**src/rtl/collision_test_unit_defines.svh**
```systemverilog
// Assertion macros for the collision test unit.
// Depends on nothing; included by the top level.
`ifndef COLLISION_TEST_UNIT_DEFINES_SVH
`define COLLISION_TEST_UNIT_DEFINES_SVH
`ifndef SYNTHESIS
`define CTU_ASSERT(label, clk, rst, prop, msg) \
  label: assert property (@(posedge clk) disable iff (rst) prop) else $error(msg);
`else
`define CTU_ASSERT(label, clk, rst, prop, msg)
`endif
`ifndef SYNTHESIS
`define CTU_ASSERT_RST(label, clk, prop, msg) \
  label: assert property (@(posedge clk) prop) else $error(msg);
`else
`define CTU_ASSERT_RST(label, clk, prop, msg)
`endif
`endif

```
**src/rtl/ctu_pkg.sv**
```systemverilog
// Shared types and constants for the collision test unit.
// Depends on nothing.
package ctu_pkg;
  localparam int CoordBits = 24;
  localparam int DiffBits  = CoordBits + 2;
  localparam int ProdBits  = 2 * DiffBits;
  localparam int SumBits   = ProdBits + 1;

  typedef logic signed [CoordBits-1:0] coord_t;
  typedef logic signed [DiffBits-1:0]  diff_t;
  typedef logic signed [ProdBits-1:0]  prod_t;
  typedef logic signed [SumBits-1:0]   sum_t;

  typedef enum logic [2:0] {
    FN_CC      = 3'd0,
    FN_RR      = 3'd1,
    FN_CR      = 3'd2,
    FN_SEGSEG  = 3'd3,
    FN_SEGRECT = 3'd4,
    FN_PTCIRC  = 3'd5,
    FN_PTRECT  = 3'd6,
    FN_NONE    = 3'd7
  } func_t;

  typedef struct packed {
    func_t  func;
    coord_t ax, ay, bx, by, cx, cy, dx, dy;
  } query_t;

  // One segment pair: differences feeding the three cross products.
  typedef struct packed {
    diff_t rx, ry, sx, sy, qx, qy;
  } seg_t;

  // Products of one segment pair.
  typedef struct packed {
    prod_t syrx, sxry, sxqy, syqx, rxqy, ryqx;
  } segp_t;

  // Signed cross-product differences of one segment pair after the subtract.
  typedef struct packed {
    sum_t den, na, nb;
  } segs_t;
endpackage

```
**src/rtl/ctu_front.sv**
```systemverilog
// Front stage: operand differences, rectangle edges and clamping.
// Depends on ctu_pkg.
module ctu_front (
  input  logic            clk,
  input  logic            en,
  input  ctu_pkg::query_t q,
  output ctu_pkg::seg_t   seg [4],
  output ctu_pkg::diff_t  ddx,
  output ctu_pkg::diff_t  ddy,
  output ctu_pkg::diff_t  rad,
  output logic            simple_hit,
  output ctu_pkg::func_t  func
);
  import ctu_pkg::*;

  diff_t ax, ay, bx, by, cx, cy, dx, dy, rr, rb, tx, ty;
  diff_t ex [4], ey [4], fx [4], fy [4];
  logic  rr_hit, pr_hit;

  always_comb begin
    ax = DiffBits'(q.ax); ay = DiffBits'(q.ay);
    bx = DiffBits'(q.bx); by = DiffBits'(q.by);
    cx = DiffBits'(q.cx); cy = DiffBits'(q.cy);
    dx = DiffBits'(q.dx); dy = DiffBits'(q.dy);
    rr = cx + dx;
    rb = cy + dy;
    // clamp centre to rectangle
    tx = ax;
    if (ax < cx) tx = cx;
    else if (ax > rr) tx = rr;
    ty = ay;
    if (ay < cy) ty = cy;
    else if (ay > rb) ty = rb;
    rr_hit = !((cx >= ax + bx) || (rr <= ax) || (cy >= ay + by) || (rb <= ay));
    pr_hit = (ax >= cx) && (ax <= rr) && (ay >= cy) && (ay <= rb);
    // second segment per lane: plain or rectangle edges
    if (q.func == FN_SEGRECT) begin
      ex[0] = cx; ey[0] = cy; fx[0] = cx; fy[0] = rb;
      ex[1] = rr; ey[1] = cy; fx[1] = rr; fy[1] = rb;
      ex[2] = cx; ey[2] = cy; fx[2] = rr; fy[2] = cy;
      ex[3] = cx; ey[3] = rb; fx[3] = rr; fy[3] = rb;
    end else begin
      for (int i = 0; i < 4; i++) begin
        ex[i] = cx; ey[i] = cy; fx[i] = dx; fy[i] = dy;
      end
    end
  end

  always_ff @(posedge clk) begin
    if (en) begin
      for (int i = 0; i < 4; i++) begin
        seg[i].rx <= bx - ax;
        seg[i].ry <= by - ay;
        seg[i].sx <= fx[i] - ex[i];
        seg[i].sy <= fy[i] - ey[i];
        seg[i].qx <= ax - ex[i];
        seg[i].qy <= ay - ey[i];
      end
      func <= q.func;
      unique case (q.func)
        FN_CR: begin
          ddx <= ax - tx; ddy <= ay - ty; rad <= bx;
        end
        FN_CC: begin
          ddx <= ax - cx; ddy <= ay - cy; rad <= bx + by;
        end
        default: begin
          ddx <= ax - cx; ddy <= ay - cy; rad <= bx;
        end
      endcase
      simple_hit <= (q.func == FN_RR) ? rr_hit : pr_hit;
    end
  end
endmodule

```
**config.mk**
```make
export PLATFORM = sky130hd
export DESIGN_NAME = ctu_front
export DESIGN_NICKNAME = d
export VERILOG_FILES = /design/src/rtl/collision_test_unit_defines.svh /design/src/rtl/ctu_pkg.sv /design/src/rtl/ctu_front.sv
export SDC_FILE = /design/constraint.sdc
export NUM_CORES = 2
export LEC_CHECK = 0
export ABC_CLOCK_PERIOD_IN_PS = 9200
export BUFFER_PORTS_ARGS = -buffer_cell sky130_fd_sc_hd__buf_4
export CORE_AREA = 2 2 355 357
export CTS_CLUSTER_DIAMETER = 40
export DETAILED_ROUTE_END_ITERATION = 7
export DIE_AREA = 0 0 357 359
export SYNTH_ARGS = -nofsm -noshare
export SYNTH_HDL_FRONTEND = slang
export SYNTH_SLANG_ARGS = --single-unit
```
**constraint.sdc**
```tcl
create_clock -name clk -period 9.2 [get_ports clk]
set_clock_uncertainty 0.2 [all_clocks]
set_input_delay 0.92 -clock clk [delete_from_list [all_inputs] [get_ports clk]]
set_output_delay 0.92 -clock clk [all_outputs]
set_load 0.005 [all_outputs]
```
Word level (Yosys, flattened, before mapping)
Index checks and enable logic that the tools add are counted.

Equality and inequality tests: 3. Divide/modulo/power cells: 0. $mul: 0. Bitwise logic cells: 0. Multiplexer cells: 12. Reductions and logical operators: 8. $add $sub $neg: 27. Order comparisons: 12. Shifts and indexed selects: 0.

Operators with widths (number): $mux W104 (2); $mux W26 (8); $sub A24 B24 Y25 (8); $sub A24 B26 Y26 (6); $add A24 B24 Y25 (5); $sub A26 B24 Y26 (4); $sub A26 B26 Y26 (4); $mux W78 (1); $ge A24 B25 Y1 (2); $gt A24 B25 Y1 (2); $le A24 B25 Y1 (2); $le A25 B24 Y1 (2); $ge A24 B24 Y1 (2); $lt A24 B24 Y1 (2); $eq A3 B1 Y1 const B (1); $eq A3 B2 Y1 const B (1); $eq A3 B3 Y1 const B (1); $logic_and A1 B1 Y1 (3); $logic_not A3 Y1 (1); $logic_or A1 B1 Y1 (3); $logic_not A1 Y1 (1); $mux W1 (1).

Input port bits: 197. Memories kept: 0. Logic and storage cells: 85. Bits in registers: 550. Bits in read-only memories: 0. Bits in latches: 0. Bits in writable memories: 0.

Depth between registers and ports, before layout
Depth in word-level cells: 7. Gate-level depth with buffers: 32.

Worst setup path before layout
OpenSTA, ideal clock, no wires.

Path kind: in2reg. From: input port q[0] (netlist name). To: register ddy[19] (data pin). Cell stages on the path: 30. Path slack: 1671 ps. Library setup time: 259 ps. Arrival time: 7070 ps. Cell sequence: ha_1 -> fa_1 -> a211oi_1 -> o21ba_2 -> o311ai_1 -> a31oi_1 -> a21oi_1 -> or2_0 -> xor2_1 -> inv_1 -> ha_1 -> nand3_1 -> nor4_1 -> o311a_1 -> nor3_1 -> nor3_1 -> clkbuf_1 -> nand2_1 -> o211ai_1 -> o21ai_0 -> ha_1 -> nor2b_1 -> o31ai_1 -> a211oi_1 -> o32ai_1 -> nor2b_1 -> o21a_1 -> o21ai_1 -> mux2i_1 -> a211o_1.

Longest elaborated chain between the ends: 6.

RTL lines: from (decl) (RTL line ctu_front.sv:6) `input ctu_pkg::query_t q,`; $add A24 B24 Y25 * (RTL line ctu_front.sv:26) `rb = cy + dy;`; $gt A24 B25 Y1 (RTL line ctu_front.sv:33) `else if (ay > rb) ty = rb;`; $mux W26 * (RTL line ctu_front.sv:33); $mux W26 * (RTL line ctu_front.sv:32) `if (ay < cy) ty = cy;`; $sub A24 B26 Y26 * (RTL line ctu_front.sv:62) `ddx <= ax - tx; ddy <= ay - ty; rad <= bx;`; $mux W26 *; to (signal assigned) (RTL line ctu_front.sv:65) `ddx <= ax - cx; ddy <= ay - cy; rad <= bx + by;`; to (decl) (RTL line ctu_front.sv:9) `output ctu_pkg::diff_t ddy,`.

Every way passes the cells marked *; elsewhere a longest branch is shown, timed or not. A chain may end at the register's enable or synchronous reset.

Final worst setup path
From: input port q[72] (netlist name). To: register ddx[23] (data pin).

Longest elaborated chain between the ends: 6.

RTL lines: $add A24 B24 Y25 (RTL line ctu_front.sv:25) `rr = cx + dx;`; $gt A24 B25 Y1 (RTL line ctu_front.sv:30) `else if (ax > rr) tx = rr;`; $mux W26 (RTL line ctu_front.sv:30); $mux W26 (RTL line ctu_front.sv:29) `if (ax < cx) tx = cx;`; $sub A24 B26 Y26 (RTL line ctu_front.sv:62); $mux W26 *; to (signal assigned) (RTL line ctu_front.sv:65); to (decl) (RTL line ctu_front.sv:8) `output ctu_pkg::diff_t ddx,`.

Marks and branches as above.

==> metrics.md <==
| Metric | Value |
|---|---|
| Seq pwr share | 0.264 |
| Filler Cells Inserted | 12420 |
| Sw Share | 0.3774 |
| Most used cell, CP | o21ai_0 |
| Synthesized cell area | 41320 um^2 |
| Gr usage total | 0.2579 |
| Drt pass-1 iters | 6 |
| Placeable Area | 124600 um^2 |
| Chip height | 359 um |
| Postcts setup bufs | 0 |
| CTS Hold Bufs | 0 |
| Clock-pin slew on the worst setup and hold paths | 0.05 ns |
| Hold Vio Cnt, Final | 0 |
| TritonCTS buffer count | 84 |
| Post-synth EDFFs | 390 |
| Startpoint Class | primary input |
| Max Clock Freq | 116.3 MHz |
| Fin cells | 7023 |
| Switch Pwr | 3.838 mW |
| Final GP Congestion | 0.9694 |
| Placed insts | 6865 |
| Most frequent cells in the layout | 925 x buf_4, 565 x ha_1, 421 x a21oi_1 |
| IO Pins | 903 |
| Most common cell after layout, fill and taps aside | buf_4 |
| Min cycle time layout | 8.598 ns |
| Asr flop ratio synth | 0 |
| Period utilization | 0.9346 |
| Yosys warning total | 0 |
| RSZ-0062 raised after global routing | false |
| Yosys reg bits | 390 |
| Initial Util | 0.3316 |
| Root Driver | clkbuf_16 |
| Run status | finished, final reports clean |
| GRT overflow | 0 |
| Area grow syn2layout | 22.16% |
| Synth Instances | 4716 |
| Layout cells sized above 1 | 0.2123 |
| First-pass GRT wire length | 242.7 mm |
| VDD IR-drop max | 0.1307 mV |
| Final Max Tran Viols | 0 |
| Worst Tran Pin Value | 1.222 ns |
| Pwr/cell area | 201.5 nW/um^2 |
| Post-route ant nets | 0 |
| CTS Buffer Depth | 3 |
| Buffers on Ports | 902 |
| NumNets Final | 6082 |
| Area of the multi-input gates | 25830 um^2 |
| Slew HR | 0.1639 |
| Post-Route WL | 173.3 mm |
| Reg area | 11710 um^2 |
| Initial antenna violation count | 24 |
| Die ar. | 128200 um^2 |
| Worst EP arrival | 8.81 ns |
| Clk pwr share | 0.305 |
| Distinct cells, synth | 90 |
| Main synth FF type | edfxtp_1 |
| Post-DP HPWL | 144.1 mm |
| Max_cap viols | 0 |
| CTS tree | built |
| Worst stage delay on the critical path | 0.51 ns |
| HP Class | in2reg |
| DRC viols | 0 |
| Count of final setup violators | 0 |
| Syn Area/Cell | 8.761 um^2 |
| Vias in the first global route | 34990 |
| Seq/Total Area, Yosys | 0.2834 |
| Wire per inst | 24.68 um |
| Via Count | 38570 |
| Die X | 357 um |
| P_leak | 22.76 nW |
| Largest net degree at the start of global routing | 130 |
| Int Pwr | 6.333 mW |
| Post_cts resized | 0 |
| Kind of critical path | in2reg |
| Via-per-instance ratio | 5.492 |
| Post-Syn Nets | 5497 |
| CP required | 9.41 ns |
| Detailed router's first-iteration violation count | 3797 |
| Row count | 130 |
| CP max stage cell | o31ai_1 |
| Setup crit end kind | flop |
| Setup TNS | 0 ns |
| Combinational power share | 0.431 |
| Htree depth | 3 |
| Sink Count | 390 |
| Crit path max fanout | 8 |
## layout make-up
class / count / share of cell area
clock buffer: 94 / 0.04281
timing repair buffer: 928 / 0.1387
clock inverter: 61 / 0.01398
inverter: 264 / 0.01963
tap: 1650 / 0.04090
sequential: 390 / 0.2320
antenna: 3 / 0.0001487
multi-input combinational: 3633 / 0.5118
## path summary, 6_finish.rpt
path	startpoint	depth (start not counted)	end
max	q[72]	30	ddx[23]
min	q[192]	1	func[0]
## flip-flops by register name, summed over array words and instances (netlist names)
register	flops
ddx	26
ddy	26
func	3
rad	25
seg	309
simple_hit	1
## kinds of logic after synthesis
family	after synthesis	share of synthesized area
simple gates	1205	0.1367
xor+xnor	375	0.07949
flops	390	0.2834
fa+ha+maj	584	0.1803
compound gates	1434	0.2188
buf+inv	693	0.09227
mux	35	0.008994
## per-layer routing
metal | share of wire | wire length (um) | up-vias | track usage
met5 | 0.0010 | 175 | - | 0
met4 | 0.032 | 5525 | 18 | 0.08304
met3 | 0.075 | 13060 | 264 | 0.04817
met2 | 0.44 | 76510 | 1707 | 0.4013
met1 | 0.45 | 78040 | 18430 | 0.3582
li1 | - | - | 18150 | -
## synthesized netlist by cell type, types with 9 or more instances
cell,n,area (um^2)
buf_4,316,2372
mux2_2,17,191.4
a31oi_1,36,225.2
nor2_1,358,1344
a21oi_1,422,2112
o31a_1,17,148.9
xnor2_1,246,2155
o41ai_1,10,87.58
mux2i_1,18,180.2
o21bai_1,53,397.9
a21boi_0,21,157.7
a211oi_1,43,322.8
nor4_1,14,87.58
and3_1,29,181.4
nor2b_1,63,394.1
and2_1,20,125.1
nand3_1,77,385.4
nor3_1,79,395.4
inv_1,264,991.0
nand2b_1,71,444.2
nor3b_1,9,67.56
or2_2,17,106.4
a2111oi_0,14,122.6
nand2_1,355,1333
clkbuf_1,100,375.4
or3_1,27,168.9
xor2_1,129,1130
edfxtp_1,390,11710
ha_1,565,7069
o31ai_1,32,240.2
o21ai_0,364,1822
o2111ai_1,10,87.58
o21a_1,81,608.1
a221o_1,10,100.1
o211ai_1,24,180.2
a211o_1,13,113.9
o21ai_1,13,65.06
fa_1,19,380.4
nand4_1,50,312.8
a21o_1,159,1194
o22ai_1,9,56.30
## worst max-delay path, delay by kind of cell
kind,cells,cell delay [ns]
AOI/OAI and AO/OA,15,4.58
and+or+nand+nor,8,1.53
adders and majority gates,4,1.32
buffers and inverters,2,0.25
xor gates and xnor gates,1,0.19
## metrics by stage
stage               hold slack [ns]  cell area (um^2)  power (mW)  setup slack [ns]    util
floorplan                    0.8189             41320       5.258             1.671       -
global placement             0.9551             47600       6.999            0.4269  0.3820
detailed placement           0.9580             47600       7.021            0.2647  0.3820
CTS                          0.2323             50470       10.19            0.9611  0.4051
global route                 0.2652             50470       10.71            0.2102  0.4051
finish                       0.2899             50470       10.17            0.6016  0.4051
## power groups by stage
stage,sequential (mW),clock [mW],combinational (mW)
2_1_floorplan,2.61,0,2.65
3_3_place_gp,2.72,0,4.28
3_5_place_dp,2.72,0,4.30
4_1_cts,2.69,3.16,4.33
5_1_grt,2.71,3.24,4.75
6_report,2.68,3.10,4.39
(Power assumes the default switching activity.)
